<file path="config.mk">
export PLATFORM = sky130hd
export DESIGN_NAME = csv_price_field_parser_top_flat
export DESIGN_NICKNAME = d
export VERILOG_FILES = /design/src/rtl/core/cpfp_pkg.sv /design/src/rtl/core/cpfp_if.sv /design/src/rtl/core/csv_price_field_parser_top.sv /design/src/flat_wrapper.sv
export SDC_FILE = /design/constraint.sdc
export NUM_CORES = 1
export LEC_CHECK = 0
export BUFFER_PORTS_ARGS = -buffer_cell sky130_fd_sc_hd__buf_2
export CAP_MARGIN = 20
export CORE_UTILIZATION = 40
export DETAILED_ROUTE_END_ITERATION = 10
export PLACE_DENSITY = 0.65
export SLEW_MARGIN = 20
export SYNTH_ARGS = -nofsm -noshare
export SYNTH_HDL_FRONTEND = slang
export SYNTH_SLANG_ARGS = --single-unit
</file>
<file path="constraint.sdc">
create_clock -name clk -period 5.8 [get_ports clk]
set_input_delay 1.16 -clock clk [delete_from_list [all_inputs] [get_ports clk]]
set_output_delay 1.16 -clock clk [all_outputs]
set_load 0.02 [all_outputs]
</file>
<file path="src/rtl/core/cpfp_pkg.sv">
`timescale 1ns / 1ps
// ----------------------------------------------------------------------------
// CSV price field parser package
// Field limits, character codes and widths shared by the parser and its
// channel interfaces.
// ----------------------------------------------------------------------------
package cpfp_pkg;

  localparam int MAX_FIELD_CHARS = 16;
  localparam int MAX_INT_DIGITS  = 9;
  localparam int NUM_FIELDS      = 5;

  localparam int BYTE_W    = 8;
  localparam int INDEX_W   = 3;
  localparam int VALUE_W   = 37;
  localparam int COMMA_W   = 3;
  localparam int INT_CNT_W = 4;
  localparam int FRAC_W    = 2;
  localparam int LEN_W     = 5;

  localparam logic [BYTE_W-1:0] CHAR_COMMA = 8'h2C;
  localparam logic [BYTE_W-1:0] CHAR_POINT = 8'h2E;
  localparam logic [BYTE_W-1:0] CHAR_ZERO  = 8'h30;
  localparam logic [BYTE_W-1:0] CHAR_NINE  = 8'h39;

  localparam logic [COMMA_W-1:0] COMMA_MAX  = '1;
  localparam logic [FRAC_W-1:0]  FRAC_KEEP  = 2'd2;

  localparam logic [VALUE_W-1:0] VALUE_MAX = '1;

  typedef logic [VALUE_W-1:0] value_t;

endpackage

</file>
<file path="src/rtl/core/cpfp_if.sv">
`timescale 1ns / 1ps
// ----------------------------------------------------------------------------
// CSV price field parser channels
// Valid/ready channels for input characters and parsed field results.
// ----------------------------------------------------------------------------
interface cpfp_in_if
  import cpfp_pkg::*;
();
  logic              valid;
  logic              ready;
  logic [BYTE_W-1:0] data_byte;
  logic              end_of_line;

  modport source (output valid, output data_byte, output end_of_line, input ready);
  modport sink   (input valid, input data_byte, input end_of_line, output ready);
endinterface

interface cpfp_out_if
  import cpfp_pkg::*;
();
  logic               valid;
  logic               ready;
  logic [INDEX_W-1:0] field_index;
  logic [VALUE_W-1:0] price_value;
  logic               error;

  modport source (output valid, output field_index, output price_value, output error,
                  input ready);
  modport sink   (input valid, input field_index, input price_value, input error,
                  output ready);
endinterface

</file>
<file path="src/rtl/core/csv_price_field_parser_top.sv">
`timescale 1ns / 1ps
// ----------------------------------------------------------------------------
// CSV price field parser
// Parses the five price fields of a quote line into values in hundredths.
// ----------------------------------------------------------------------------
// One character beat is taken per clock whenever the result register is empty
// or is being drained in the same cycle, so a steady stream runs at one byte
// per cycle. The field state is updated in the cycle a beat is taken, and the
// result for a field is in the output register in the cycle after its closing
// comma is taken. Fields between the first and sixth commas are reported as
// open, previous close, close, high and low; errored fields read as zero.
module csv_price_field_parser_top
  import cpfp_pkg::*;
(
  input  logic          clk,
  input  logic          rst,
  cpfp_in_if.sink       in_ch,
  cpfp_out_if.source    out_ch
);

  logic [COMMA_W-1:0]   comma_count, comma_count_next;
  value_t               accumulator, accumulator_next;
  logic [INT_CNT_W-1:0] integer_digits, integer_digits_next;
  logic [FRAC_W-1:0]    fraction_digits, fraction_digits_next;
  logic                 seen_point, seen_point_next;
  logic [LEN_W-1:0]     field_length, field_length_next;
  logic                 field_bad, field_bad_next;

  logic                 out_valid;
  logic [INDEX_W-1:0]   out_index;
  value_t               out_value;
  logic                 out_error;

  logic                 accept;
  logic                 in_field;
  logic                 is_digit;
  logic [VALUE_W+3:0]   pushed;
  logic [VALUE_W+6:0]   scaled;
  logic                 emit;
  logic                 emit_error;
  value_t               emit_value;
  logic [INDEX_W-1:0]   emit_index;

  assign in_ch.ready = !out_valid || out_ch.ready;
  assign accept      = in_ch.valid && in_ch.ready;

  assign in_field = (comma_count >= COMMA_W'(1)) && (comma_count <= COMMA_W'(NUM_FIELDS));
  assign is_digit = (in_ch.data_byte >= CHAR_ZERO) && (in_ch.data_byte <= CHAR_NINE);

  // Accumulator times ten plus the new digit.
  assign pushed = {1'b0, accumulator, 3'b000} + {3'b000, accumulator, 1'b0}
                + {{(VALUE_W){1'b0}}, in_ch.data_byte[3:0]};

  always_comb begin
    unique case (fraction_digits)
      2'd0:    scaled = {1'b0, accumulator, 6'b0} + {2'b0, accumulator, 5'b0}
                      + {5'b0, accumulator, 2'b0};
      2'd1:    scaled = {4'b0, accumulator, 3'b0} + {6'b0, accumulator, 1'b0};
      default: scaled = {7'b0, accumulator};
    endcase
  end

  always_comb begin
    emit_error = field_bad || (field_length == '0) || (scaled > {7'b0, VALUE_MAX});
    emit_value = emit_error ? '0 : scaled[VALUE_W-1:0];
    emit_index = INDEX_W'(comma_count - COMMA_W'(1));
  end

  always_comb begin
    comma_count_next     = comma_count;
    accumulator_next     = accumulator;
    integer_digits_next  = integer_digits;
    fraction_digits_next = fraction_digits;
    seen_point_next      = seen_point;
    field_length_next    = field_length;
    field_bad_next       = field_bad;
    emit                 = 1'b0;

    if (in_ch.data_byte == CHAR_COMMA) begin
      emit = in_field;
      if (comma_count != COMMA_MAX) begin
        comma_count_next = comma_count + COMMA_W'(1);
      end
      accumulator_next     = '0;
      integer_digits_next  = '0;
      fraction_digits_next = '0;
      seen_point_next      = 1'b0;
      field_length_next    = '0;
      field_bad_next       = 1'b0;
    end else if (in_field) begin
      if (field_length >= LEN_W'(MAX_FIELD_CHARS)) begin
        field_bad_next = 1'b1;
      end else begin
        field_length_next = field_length + LEN_W'(1);
      end
      if (is_digit) begin
        if (!seen_point) begin
          if (integer_digits >= INT_CNT_W'(MAX_INT_DIGITS)) begin
            field_bad_next = 1'b1;
          end else begin
            integer_digits_next = integer_digits + INT_CNT_W'(1);
            if (pushed > {4'b0, VALUE_MAX}) begin
              field_bad_next = 1'b1;
            end else begin
              accumulator_next = pushed[VALUE_W-1:0];
            end
          end
        end else if (fraction_digits < FRAC_KEEP) begin
          fraction_digits_next = fraction_digits + FRAC_W'(1);
          if (pushed > {4'b0, VALUE_MAX}) begin
            field_bad_next = 1'b1;
          end else begin
            accumulator_next = pushed[VALUE_W-1:0];
          end
        end
      end else if (in_ch.data_byte == CHAR_POINT) begin
        if (seen_point) begin
          field_bad_next = 1'b1;
        end
        seen_point_next = 1'b1;
      end else begin
        field_bad_next = 1'b1;
      end
    end

    if (in_ch.end_of_line) begin
      comma_count_next     = '0;
      accumulator_next     = '0;
      integer_digits_next  = '0;
      fraction_digits_next = '0;
      seen_point_next      = 1'b0;
      field_length_next    = '0;
      field_bad_next       = 1'b0;
    end
  end

  always_ff @(posedge clk) begin
    if (rst) begin
      comma_count     <= '0;
      accumulator     <= '0;
      integer_digits  <= '0;
      fraction_digits <= '0;
      seen_point      <= 1'b0;
      field_length    <= '0;
      field_bad       <= 1'b0;
    end else if (accept) begin
      comma_count     <= comma_count_next;
      accumulator     <= accumulator_next;
      integer_digits  <= integer_digits_next;
      fraction_digits <= fraction_digits_next;
      seen_point      <= seen_point_next;
      field_length    <= field_length_next;
      field_bad       <= field_bad_next;
    end
  end

  always_ff @(posedge clk) begin
    if (rst) begin
      out_valid <= 1'b0;
    end else if (in_ch.ready) begin
      out_valid <= accept && emit;
    end
  end

  always_ff @(posedge clk) begin
    if (accept && emit) begin
      out_index <= emit_index;
      out_value <= emit_value;
      out_error <= emit_error;
    end
  end

  assign out_ch.valid       = out_valid;
  assign out_ch.field_index = out_index;
  assign out_ch.price_value = out_value;
  assign out_ch.error       = out_error;

endmodule

</file>
<file path="src/flat_wrapper.sv">
// flat-port wrapper written by rule: the top's interface ports become plain ports
module csv_price_field_parser_top_flat import cpfp_pkg::*;
  (clk, rst, in_ch_valid, in_ch_data_byte, in_ch_end_of_line, in_ch_ready, out_ch_valid, out_ch_field_index, out_ch_price_value, out_ch_error, out_ch_ready);
  cpfp_in_if in_ch_i ();
  cpfp_out_if out_ch_i ();
  input  logic clk;
  input  logic rst;
  input wire logic [$bits(in_ch_i.valid)-1:0] in_ch_valid;
  input wire logic [$bits(in_ch_i.data_byte)-1:0] in_ch_data_byte;
  input wire logic [$bits(in_ch_i.end_of_line)-1:0] in_ch_end_of_line;
  output wire logic [$bits(in_ch_i.ready)-1:0] in_ch_ready;
  output wire logic [$bits(out_ch_i.valid)-1:0] out_ch_valid;
  output wire logic [$bits(out_ch_i.field_index)-1:0] out_ch_field_index;
  output wire logic [$bits(out_ch_i.price_value)-1:0] out_ch_price_value;
  output wire logic [$bits(out_ch_i.error)-1:0] out_ch_error;
  input wire logic [$bits(out_ch_i.ready)-1:0] out_ch_ready;
  assign in_ch_i.valid = in_ch_valid;
  assign in_ch_i.data_byte = in_ch_data_byte;
  assign in_ch_i.end_of_line = in_ch_end_of_line;
  assign in_ch_ready = in_ch_i.ready;
  assign out_ch_valid = out_ch_i.valid;
  assign out_ch_field_index = out_ch_i.field_index;
  assign out_ch_price_value = out_ch_i.price_value;
  assign out_ch_error = out_ch_i.error;
  assign out_ch_i.ready = out_ch_ready;
  csv_price_field_parser_top u_core (.clk(clk), .rst(rst), .in_ch(in_ch_i), .out_ch(out_ch_i));
endmodule
</file>
* After elaboration in Yosys (flattened, before gate mapping)
Cells that the tools add are included.
Storage, ports and cells: word-level logic and storage cells 109, output and inout port bits 43, bits in registers 95
Operators by class: $lt $le $gt $ge 9, reductions and logical operators 24, add/sub/neg operators 10, equal/unequal tests 10, muxes and demuxes 45
Operators with widths (count):
- $mux 37 | 8
- $pmux 44 s2 | 1
- $add 40x38->41 | 2
- $add 43x42->44 | 1
- $add 44x39->44 | 1
- $gt 44x37->1 const B | 1
- $add 41x4->41 | 1
- $gt 41x37->1 const B | 1
- $mux 4 | 6
- $mux 5 | 4
- $mux 1 | 17
- $eq 8x6->1 const B | 2
- $reduce_and 5->1 | 3
- $reduce_bool 3->1 | 5
- $mux 2 | 6
- $mux 3 | 3
- $ne 3x3->1 const B | 3
- $ge 8x6->1 const B | 1
- $le 8x6->1 const B | 1
- $ne 3x2->1 const B | 2
- $reduce_and 3->1 | 2
- $add 5x1->5 const B | 1
- $ge 5x5->1 const B | 1
- $logic_not 5->1 | 1
- 18 further kinds | 24

* Longest topological paths before layout
Gate-level depths: netlist (run 1).
word-level depth 10, gate-level depth with buffers 15, gate-level depth less buffers 14

* Least setup slack after synthesis (run 1)
OpenSTA, ideal clock, no wires.
kind input to register, from in in_ch_data_byte[3], to reg u_core.accumulator[19], slack 1.253 ns, data required time 5.730 ns, data arrival time 4.477 ns, setup time 0.070 ns, cell stages on the path 15, path buffers 1, path through inv_1 > fa_1 > inv_1 > fa_1 > a211oi_1 > nor4_1 > or2_1 > o21ai_2 > o311ai_4 > mux2_4 > o22ai_4 > o21ai_1 > nor2_1 > buf_2 > o2bb2ai_1
Between the ends: longest elaborated chain between the ends 9
RTL lines:
- start: declaration | line flat_wrapper.sv:9 | input wire logic [$bits(in_ch_i.data_byte)-1:0] in_ch_data_byte;
- $add 41x4->41 | line csv_price_field_parser_top.sv:52 | + {{(VALUE_W){1'b0}}, in_ch.data_byte[3:0]};
- $gt 41x37->1 | line csv_price_field_parser_top.sv:102, csv_price_field_parser_top.sv:110
- $mux 37 | line csv_price_field_parser_top.sv:102, csv_price_field_parser_top.sv:110
- $mux 37 (on tied branches) | line csv_price_field_parser_top.sv:98, csv_price_field_parser_top.sv:108
- $mux 37 | line csv_price_field_parser_top.sv:97 | if (!seen_point) begin
- $mux 37 | line csv_price_field_parser_top.sv:96 | if (is_digit) begin
- $mux 37 | line csv_price_field_parser_top.sv:90 | end else if (in_field) begin
- $mux 37 | line csv_price_field_parser_top.sv:79 | if (in_ch.data_byte == CHAR_COMMA) begin
- $mux 37 | line csv_price_field_parser_top.sv:126 | if (in_ch.end_of_line) begin
- end signal: assignment | line csv_price_field_parser_top.sv:148 | accumulator <= accumulator_next;
- end: declaration | line csv_price_field_parser_top.sv:22 | value_t accumulator, accumulator_next;
Several ways; a longest one is shown, not always the timed one. The select of a mux whose other input is x is not followed. A chain may end at the register's enable or synchronous reset.

* Final worst setup path (run 1)
from reg u_core.accumulator[4], to reg u_core.out_value[24], in the netlist u_core.out_ch.price_value[24], data pin
Between the ends: longest elaborated chain between the ends 5
RTL lines:
- $add 43x42->44 | line csv_price_field_parser_top.sv:56 | 2'd0: scaled = {1'b0, accumulator, 6'b0} + {2'b0, accumulator, 5'b0}
- $add 44x39->44 | line csv_price_field_parser_top.sv:57 | + {5'b0, accumulator, 2'b0};
- $pmux 44 s2 * | line csv_price_field_parser_top.sv:55 | unique case (fraction_digits)
- $gt 44x37->1 | line csv_price_field_parser_top.sv:64 | emit_error = field_bad || (field_length == '0) || (scaled > {7'b0, VALUE_MAX});
- $logic_or 1x1->1 | line csv_price_field_parser_top.sv:64
- end signal: assignment | line csv_price_field_parser_top.sv:168 | out_value <= emit_value;
- end: declaration | line csv_price_field_parser_top.sv:31 | value_t out_value;
Mark *: on every way between the ends. The rest lies on a longest branch, timed or not.

==> results of run 1 <==
logic make-up (layout without fill, tap and decap cells):
group | count (synthesis) | after routing | synth area share (%)
buf+inv | 130 | 173 | 4.45
compound gates | 427 | 427 | 25.8
mux | 5 | 5 | 0.474
fa+ha+maj | 196 | 196 | 25.6
simple gates | 387 | 387 | 16.6
flops | 95 | 95 | 19.9
xor+xnor | 95 | 95 | 7.16
synth_stat cells (7+ instances only):
library cell,instances
xnor2_1,56
o21ai_0,59
nand4_1,19
nand2b_1,21
xor2_1,39
or3_1,9
a211oi_1,18
o21a_1,16
a22oi_1,7
a31oi_1,32
o2bb2ai_1,7
clkbuf_1,43
fa_1,70
nand2_1,99
nor2b_1,13
a21o_1,26
o21bai_1,15
nand3_1,27
o31ai_1,9
a21oi_1,108
nor2_1,80
o2bb2ai_2,8
edfxtp_1,41
o211ai_1,7
dfxtp_1,54
nand3b_1,9
buf_2,11
inv_1,73
o32ai_1,13
ha_1,126
and3_1,7
a22o_1,34
nor3_1,63
routing by layer:
layer	wire length (um)	global-route usage, %	vias to the layer above
li1	-	-	5045
met1	15800	32.2	5227
met2	16500	39.5	378
met3	1630	2.49	60
met4	1130	8.96	0
met5	0	0	-
registers in the layout (all words and copies together), names as in the netlist:
register,cells
u_core.out_ch.price_value,37
u_core.out_ch.error,1
u_core.field_length,5
u_core.out_ch.valid,1
u_core.accumulator,37
u_core.seen_point,1
u_core.comma_count,3
u_core.integer_digits,4
u_core.fraction_digits,2
u_core.out_ch.field_index,3
u_core.field_bad,1
worst min path at each step:
stage	start	endpoint	slack [ns]	depth (start not counted)
finish	u_core.integer_digits[1]	u_core.integer_digits[1]	0.52	2
global route	u_core.integer_digits[1]	u_core.integer_digits[1]	0.56	2
CTS	u_core.integer_digits[1]	u_core.integer_digits[1]	0.52	2
detailed placement	u_core.integer_digits[1]	u_core.integer_digits[1]	0.50	2
global placement	u_core.fraction_digits[1]	u_core.fraction_digits[1]	0.50	2
floorplan	u_core.integer_digits[1]	u_core.integer_digits[1]	0.48	2
worst max-delay path: stages, from the launching register on:
cell and delay [ns]:
dfxtp_1 0.46, fa_1 0.56, ha_1 0.20, inv_1 0.07
fa_1 0.38, nand2b_1 0.19, a21oi_1 0.42, o2111ai_1 0.33
and3_1 0.33, o31ai_1 0.46, a41oi_1 0.20, xor2_1 0.17
and3_1 0.22, a41oi_4 0.85, buf_12 0.23, nor3_1 0.06
cell type report:
cell class,count,area [sq um],area share [%]
multi-input combinational,1110,8810,69.4
sequential,95,2310,18.2
timing repair buffer,84,531,4.18
tap,384,480,3.78
inverter,73,274,2.16
clock buffer,9,225,1.77
clock inverter,7,61.3,0.483
metrics by stage:
step	instance area, sq um	std cells	power (mW)
global route	12700	1762	1.43
finish	12700	1762	1.39
global placement	12400	1746	0.802
floorplan	11600	1335	0.770
detailed placement	12400	1746	0.804
CTS	12700	1762	1.39
power breakdown:
part / internal (mW) / switching [mW] / total (mW)
clock: 0.302 / 0.295 / 0.597
combinational: 0.0339 / 0.0585 / 0.0924
sequential: 0.694 / 0.00393 / 0.697
==> summary.txt, run 1 <==
FF+latch count, synth -> 95
DP HPWL -> 27,400 um
Final Hold Viols -> 0
Area contributors post-synth -> ha_1 (14%), fa_1 (12%), edfxtp_1 (11%)
Nets -> 1,582
Hold slack -> 0.516 ns
Residual DRC -> 0
Core Area -> 28,600 sq um
Worst setup EP type -> register
Max FO, Critical Path -> 24
Clk Latency, worst-skew pair -> 0.36 ns
First-pass GRT wire length -> 55,700 um
Total Neg Setup Slack -> 0 ns
Post-CTS setup buffer count -> 0
Pleak -> 5.47 nW
Clock-pin slew of the registers on the worst-case setup and hold paths -> 0.08 ns
Max_slew headroom -> 25.6%
Startpoint types -> register
Critical Path Source -> u_core.accumulator[4]
Iteration-0 DRC count of the detailed router -> 970
Die Y -> 172 um
Worst setup path end -> u_core.out_ch.price_value[24]
R2R Setup Slk -> 0.40 ns
RSZ-0062 raised after global routing -> false
Num CTS Buffers -> 9
Overall Global Routing Usage -> 24.0%
Synth Flop Type -> dfxtp_1
Drt pass-1 iters -> 5
Layout cells sized above 1 -> 9.43%
CTS tree -> built
IO Port Bufs -> 55
R2R Path Start -> u_core.accumulator[4]
Final WS setup -> 0.404 ns
DR WL/cell -> 19.9 um
Routed WL -> 35,100 um
Final Util -> 44.4%
Yosys cell types -> 80
Number of global-route vias before repair -> 10,100
Least-Margin Pin Slew -> 1.11 ns
Ys async rst share -> 0%
Maximum clock rate -> 185 MHz
Syn nets -> 1,544
WS Path Type -> reg -> reg
Count of final setup violators -> 0
Yosys warns -> 0
Antenna-violating nets left -> 0
DIE AREA -> 29,700 sq um
Commonest non-fill, non-tap cell in the layout -> ha_1
Vias -> 10,700
Seq/Total Area, Yosys -> 19.9%
Rows -> 62
Post-synth top area share -> 13.6%
Area grow syn2layout -> 9.28%
Total gr overflow -> 0
Horiz. Die Dim -> 172 um
Initial antenna violation count -> 0
N_diodes -> 0
Post-Route Skew -> 0.0115 ns
Starting Density -> 40.6%
Clk sinks -> 95
Hold crit path type -> reg -> reg
Highest ir drop seen on vdd -> 0.110 mV
Pwr per Cell Area -> 109 nW/um^2
Root Buffer -> clkbuf_16
Max cap viols -> 0
Vias per Instance -> 6.08
Cells on worst reg2reg path -> 15
H-tree depth -> 3
Critical path data arrival time -> 5.49 ns
I/O pin cnt -> 56
Worst r2r dst -> u_core.out_ch.price_value[24]
Min Tclk post-route -> 5.40 ns
Final period util -> 93.0%
Cts repair resizes -> 0
Largest net degree at the start of global routing -> 43
Clock Path Buffers -> 2
Max Slew Vio Count -> 0
Routability cong. -> 1.00
Place WS -> 0.551 ns
Mapped Cells -> 1,335
Status -> finished, final reports clean
Area of the mapped netlist -> 11,600 sq um
Most used cells in the layout excluding fill and tap cells -> ha_1 (126), a21oi_1 (108), nand2_1 (99)
Layout fillers -> 2,790
Hold Buf Count CTS -> 0
Critical Path RT -> 5.89 ns
EDFF count, synth -> 41
Syn avg cell area -> 8.70 sq um
Cell taking the most area after synthesis -> ha_1
Power figures use the tool's default switching activity.
==> run 2, diff against run 1 <==
--- a/config.mk
+++ b/config.mk
@@ -8,6 +8,7 @@
 export BUFFER_PORTS_ARGS = -buffer_cell sky130_fd_sc_hd__buf_2
 export CAP_MARGIN = 20
 export CORE_UTILIZATION = 40
+export CTS_BUF_LIST = sky130_fd_sc_hd__clkbuf_4
 export DETAILED_ROUTE_END_ITERATION = 10
 export PLACE_DENSITY = 0.65
 export SLEW_MARGIN = 20
==> summary.txt, run 2 (same netlist as run 1, synthesis figures left out) <==
Status -> finished, final reports clean
Max_slew headroom -> 25.6%
Total Neg Setup Slack -> 0 ns
Number of global-route vias before repair -> 10,100
CTS tree -> built
Critical-path top delay cell -> a41oi_4
Most used cells in the layout excluding fill and tap cells -> ha_1 (126), a21oi_1 (108), nand2_1 (99)
Die Y -> 172 um
Maximum clock rate -> 187 MHz
Drt pass-1 iters -> 5
N_diodes -> 0
Max Slew Vio Count -> 0
Post-CTS setup buffer count -> 0
Pwr per Cell Area -> 92.5 nW/um^2
Final period util -> 92.3%
Post-Route Skew -> 0.0250 ns
Least-Margin Pin Slew -> 1.11 ns
Commonest non-fill, non-tap cell in the layout -> ha_1
Hold crit path type -> reg -> reg
Clock-pin slew of the registers on the worst-case setup and hold paths -> 0.18 ns
Final WS setup -> 0.448 ns
Clock Path Buffers -> 2
Root Buffer -> clkbuf_4
RSZ-0062 raised after global routing -> false
Highest ir drop seen on vdd -> 0.0920 mV
DP HPWL -> 27,400 um
Critical path data arrival time -> 5.62 ns
Clk sinks -> 95
Min Tclk post-route -> 5.35 ns
Reg area -> 2310 sq um
Gate power share -> 8.0%
I/O pin cnt -> 56
Routability cong. -> 1.00
Layout fillers -> 2,798
Iteration-0 DRC count of the detailed router -> 889
Max cap viols -> 0
Cell family with the largest share of critical-path delay -> compound AO/OA/AOI/OAI gates
Cts repair resizes -> 0
Total gr overflow -> 0
Place WS -> 0.551 ns
Max FO, Critical Path -> 24
Largest net degree at the start of global routing -> 43
Starting Density -> 40.6%
Clock power frac -> 31.8%
First-pass GRT wire length -> 55,500 um
Area grow syn2layout -> 8.00%
IO Port Bufs -> 55
Routed WL -> 35,000 um
Layout cells sized above 1 -> 9.43%
Rows -> 62
Initial antenna violation count -> 0
CP max stage delay -> 0.85 ns
Core Area -> 28,600 sq um
Net Switching -> 0.334 mW
DIE AREA -> 29,700 sq um
Cells along the critical path -> fa_1, ha_1, inv_1, fa_1, nand2b_1, a21oi_1, o2111ai_1, and3_1, o31ai_1, a41oi_1, xor2_1, and3_1, a41oi_4, buf_12, nor3_1
Overall Global Routing Usage -> 24.0%
WP buf/inv -> 2
Count of final setup violators -> 0
Area used by multi-input combinational logic -> 8820 sq um
Startpoint types -> register
Worst setup EP type -> register
Vias per Instance -> 6.04
Sw Share -> 28.7%
Clk Latency, worst-skew pair -> 0.50 ns
Antenna-violating nets left -> 0
WS Path Type -> reg -> reg
Vias -> 10,600
Nets -> 1,582
Critical Path RT -> 6.07 ns
Final Hold Viols -> 0
Flop pwr share -> 60.2%
Num CTS Buffers -> 9
Pleak -> 5.40 nW
DR WL/cell -> 19.9 um
Hold Buf Count CTS -> 0
H-tree depth -> 3
Residual DRC -> 0
Int Power -> 0.828 mW
Horiz. Die Dim -> 172 um
## run 2: worst reg2reg max path, cell delays in order (launching register included)
cell and delay, ns:
dfxtp_1 0.49, fa_1 0.56, ha_1 0.20, inv_1 0.07, fa_1 0.38, nand2b_1 0.19
a21oi_1 0.42, o2111ai_1 0.32, and3_1 0.33, o31ai_1 0.46, a41oi_1 0.20, xor2_1 0.17
and3_1 0.22, a41oi_4 0.85, buf_12 0.24, nor3_1 0.06
## run 2: final timing paths
path | end | startpoint | slack (ns) | cells past startpoint
max reg2reg | u_core.out_ch.price_value[23] | u_core.accumulator[4] | 0.45 | 15
min reg2reg | u_core.integer_digits[1] | u_core.integer_digits[1] | 0.52 | 2
max | u_core.out_ch.price_value[23] | u_core.accumulator[4] | 0.45 | 15
min | u_core.integer_digits[1] | u_core.integer_digits[1] | 0.52 | 2
## run 2: layer usage
metal / track usage, % / part of all wire (%)
met2: 39.1 / 46
met5: 0 / 0
met1: 32.1 / 45
met3: 2.86 / 4.3
met4: 10.1 / 4.0
## run 2: power by group through the flow
stage               Clock, mW  Combinational, mW  Sequential (mW)
finish                  0.370             0.0931            0.698
global route            0.399              0.102            0.699
CTS                     0.375             0.0913            0.699
detailed placement          0             0.0910            0.713
global placement            0             0.0887            0.713
floorplan                   0             0.0563            0.713
## run 2: layout make-up
class                      count  share of cell area (%)
multi-input combinational   1110                    70.3
sequential                    95                    18.4
timing repair buffer          84                    4.23
tap                          384                    3.83
inverter                      73                    2.18
clock buffer                   9                   0.538
clock inverter                 7                   0.489
## run 2: metrics by stage
stage	power, mW	instances	cell area [sq um]	util [%]	hold slack [ns]
final	1.16	1762	12500	43.8	0.524
after global routing	1.20	1762	12500	43.8	0.573
after CTS	1.16	1762	12500	43.8	0.528
after detailed placement	0.804	1746	12400	43.4	0.505
after global placement	0.802	1746	12400	43.4	0.496
after floorplan	0.770	1335	11600	-	0.476
==> run 3, diff against run 2 <==
--- a/config.mk
+++ b/config.mk
@@ -5,6 +5,7 @@
 export SDC_FILE = /design/constraint.sdc
 export NUM_CORES = 1
 export LEC_CHECK = 0
+export ABC_AREA = 1
 export BUFFER_PORTS_ARGS = -buffer_cell sky130_fd_sc_hd__buf_2
 export CAP_MARGIN = 20
 export CORE_UTILIZATION = 40
==> summary.txt, run 3 <==
Largest net degree at the start of global routing -> 43
R2R Path Start -> u_core.accumulator[0]
I/O pin cnt -> 56
Hold crit path type -> reg -> reg
Clock Path Buffers -> 2
Clk sinks -> 95
Seq/Total Area, Yosys -> 17.4%
Routability cong. -> 0.977
Residual DRC -> 0
Vias -> 14,000
Overall Global Routing Usage -> 27.0%
RSZ-0062 raised after global routing -> false
Highest ir drop seen on vdd -> 0.103 mV
Root Buffer -> clkbuf_4
Starting Density -> 40.7%
Area contributors post-synth -> nand2_1 (13%), ha_1 (12%), fa_1 (11%)
Pleak -> 6.22 nW
Layout cells sized above 1 -> 8.44%
DIE AREA -> 33,900 sq um
Max cap viols -> 0
CP max stage delay -> 0.56 ns
Post-synth top area share -> 12.6%
Status -> finished, final reports clean
Final period util -> 75.3%
Number of global-route vias before repair -> 13,300
Area of the mapped netlist -> 13,300 sq um
Core Area -> 32,600 sq um
Synth Flop Type -> dfxtp_1
Met2 Use GR -> 44.6%
Yosys warns -> 0
DP HPWL -> 36,600 um
Total gr overflow -> 0
Cell taking the most area after synthesis -> nand2_1
Die Y -> 184 um
Place WS -> 1.19 ns
IO Port Bufs -> 55
Post-synth top cells -> nand2_1 (445), nor2_1 (252), inv_1 (223)
Critical Path Source -> u_core.accumulator[0]
Most used cells in the layout excluding fill and tap cells -> nand2_1 (445), nor2_1 (252), inv_1 (222)
Num CTS Buffers -> 9
Final Power -> 2.57 mW
Area grow syn2layout -> 6.58%
Layout Cells excl Fill -> 2,506
Syn nets -> 2,227
Max Slew Vio Count -> 0
Antenna-violating nets left -> 0
Max_slew headroom -> 31.3%
Min Tclk post-route -> 4.37 ns
Hold wc startpoint -> u_core.integer_digits[3]
Cell family with the largest share of critical-path delay -> simple AND/OR/NAND/NOR gates
H-tree depth -> 3
Most common cell in the synthesized netlist -> nand2_1
Final Hold Viols -> 0
Startpoint types -> register
Routed WL -> 44,900 um
Final WS setup -> 1.43 ns
Complex-gate fraction of the synthesized area -> 18.7%
WS Path Type -> reg -> reg
Cts repair resizes -> 0
Syn avg cell area -> 6.57 sq um
Horiz. Die Dim -> 184 um
Post-synthesis mux area share -> 0%
Worst setup EP type -> register
Maximum clock rate -> 229 MHz
M1 GR Usage -> 36.7%
Most frequent CP cell -> nand2_1
XOR/XNOR Fraction of Synth Area -> 0.726%
Clk Latency, worst-skew pair -> 0.59 ns
GR peak layer -> met2
DR WL/cell -> 17.9 um
Cells along the critical path -> buf_4, fa_1, ha_1, inv_1, fa_1, inv_1, nand3_1, nand2_2, nand2_1, o211ai_2, nand2_1, nand2_1, nand2_1, nand2_1, nand2_1, nand3_1, nand2_1, nor3_2, nand3_2, buf_4, nor2_2
Nets -> 2,265
First-pass GRT wire length -> 70,700 um
Commonest non-fill, non-tap cell in the layout -> nand2_1
Critical-path top delay cell -> fa_1
FF+latch count, synth -> 95
Least-Margin Pin Slew -> 1.02 ns
Total Neg Setup Slack -> 0 ns
Yosys cell types -> 58
EDFF count, synth -> 41
Max FO, Critical Path -> 12
Main combinational cell family by area after synthesis -> simple AND/OR/NAND/NOR gates
Vias per Instance -> 5.57
Simple-gate portion of the synthesized area -> 32.6%
Count of final setup violators -> 0
Post-Route Skew -> 0.0418 ns
Rows -> 66
Inst Count DP -> 2,487
Post-CTS setup buffer count -> 0
Mapped Cells -> 2,018
Initial antenna violation count -> 2
Iteration-0 DRC count of the detailed router -> 1,243
Critical Path RT -> 6.23 ns
Post-synthesis adder-cell area fraction -> 22.4%
Pwr per Cell Area -> 181 nW/um^2
Ys async rst share -> 0%
Hold Buf Count CTS -> 0
Met3 GRT Util -> 2.98%
Critical path data arrival time -> 4.80 ns
CTS tree -> built
Clock-pin slew of the registers on the worst-case setup and hold paths -> 0.19 ns
WP buf/inv -> 4
Drt pass-1 iters -> 5
Hold slack -> 0.476 ns
run 3: worst paths after layout:
check | end | depth (start not counted) | slack (ns)
max | u_core.out_ch.price_value[29] | 21 | 1.43
min | u_core.integer_digits[3] | 2 | 0.48
max reg2reg | u_core.out_ch.price_value[29] | 21 | 1.43
min reg2reg | u_core.integer_digits[3] | 2 | 0.48
run 3: through the flow:
step                      util (%)  area (sq um)
final                         43.4         14100
after global routing          43.4         14100
after CTS                     43.3         14100
after detailed placement      42.9         14000
after global placement        42.9         14000
after floorplan                  -         13300
run 3: layer usage:
| layer | share of wire [%] | vias up |
|---|---|---|
| met4 | 2.8 | 0 |
| met1 | 44 | 6593 |
| met2 | 46 | 492 |
| met3 | 7.2 | 74 |
| li1 | - | 6805 |
| met5 | 0 | - |
run 3: worst min-delay path, stage by stage, from the launching register on:
cell     delay, ns
dfxtp_1       0.34
inv_1         0.06
a21oi_1       0.06
run 3: final cells by class:
| type | instances | area [sq um] |
|---|---|---|
| fill | 3497 | 18500 |
| multi-input combinational | 1650 | 9880 |
| sequential | 95 | 2310 |
| inverter | 233 | 875 |
| tap | 442 | 553 |
| timing repair buffer | 67 | 378 |
| clock buffer | 9 | 67.6 |
| clock inverter | 7 | 65.1 |
| antenna | 3 | 7.51 |
run 3: where the power goes:
group | total (mW) | switching (mW) | internal, mW
Combinational | 1.33 | 0.879 | 0.449
Clock | 0.398 | 0.301 | 0.0972
Sequential | 0.840 | 0.114 | 0.726
Total | 2.57 | 1.29 | 1.27
run 3: logic make-up after synthesis:
group           count (synthesis)
compound gates                454
xor+xnor                       11
fa+ha+maj                     196
buf+inv                       273
flops                          95
simple gates                  989
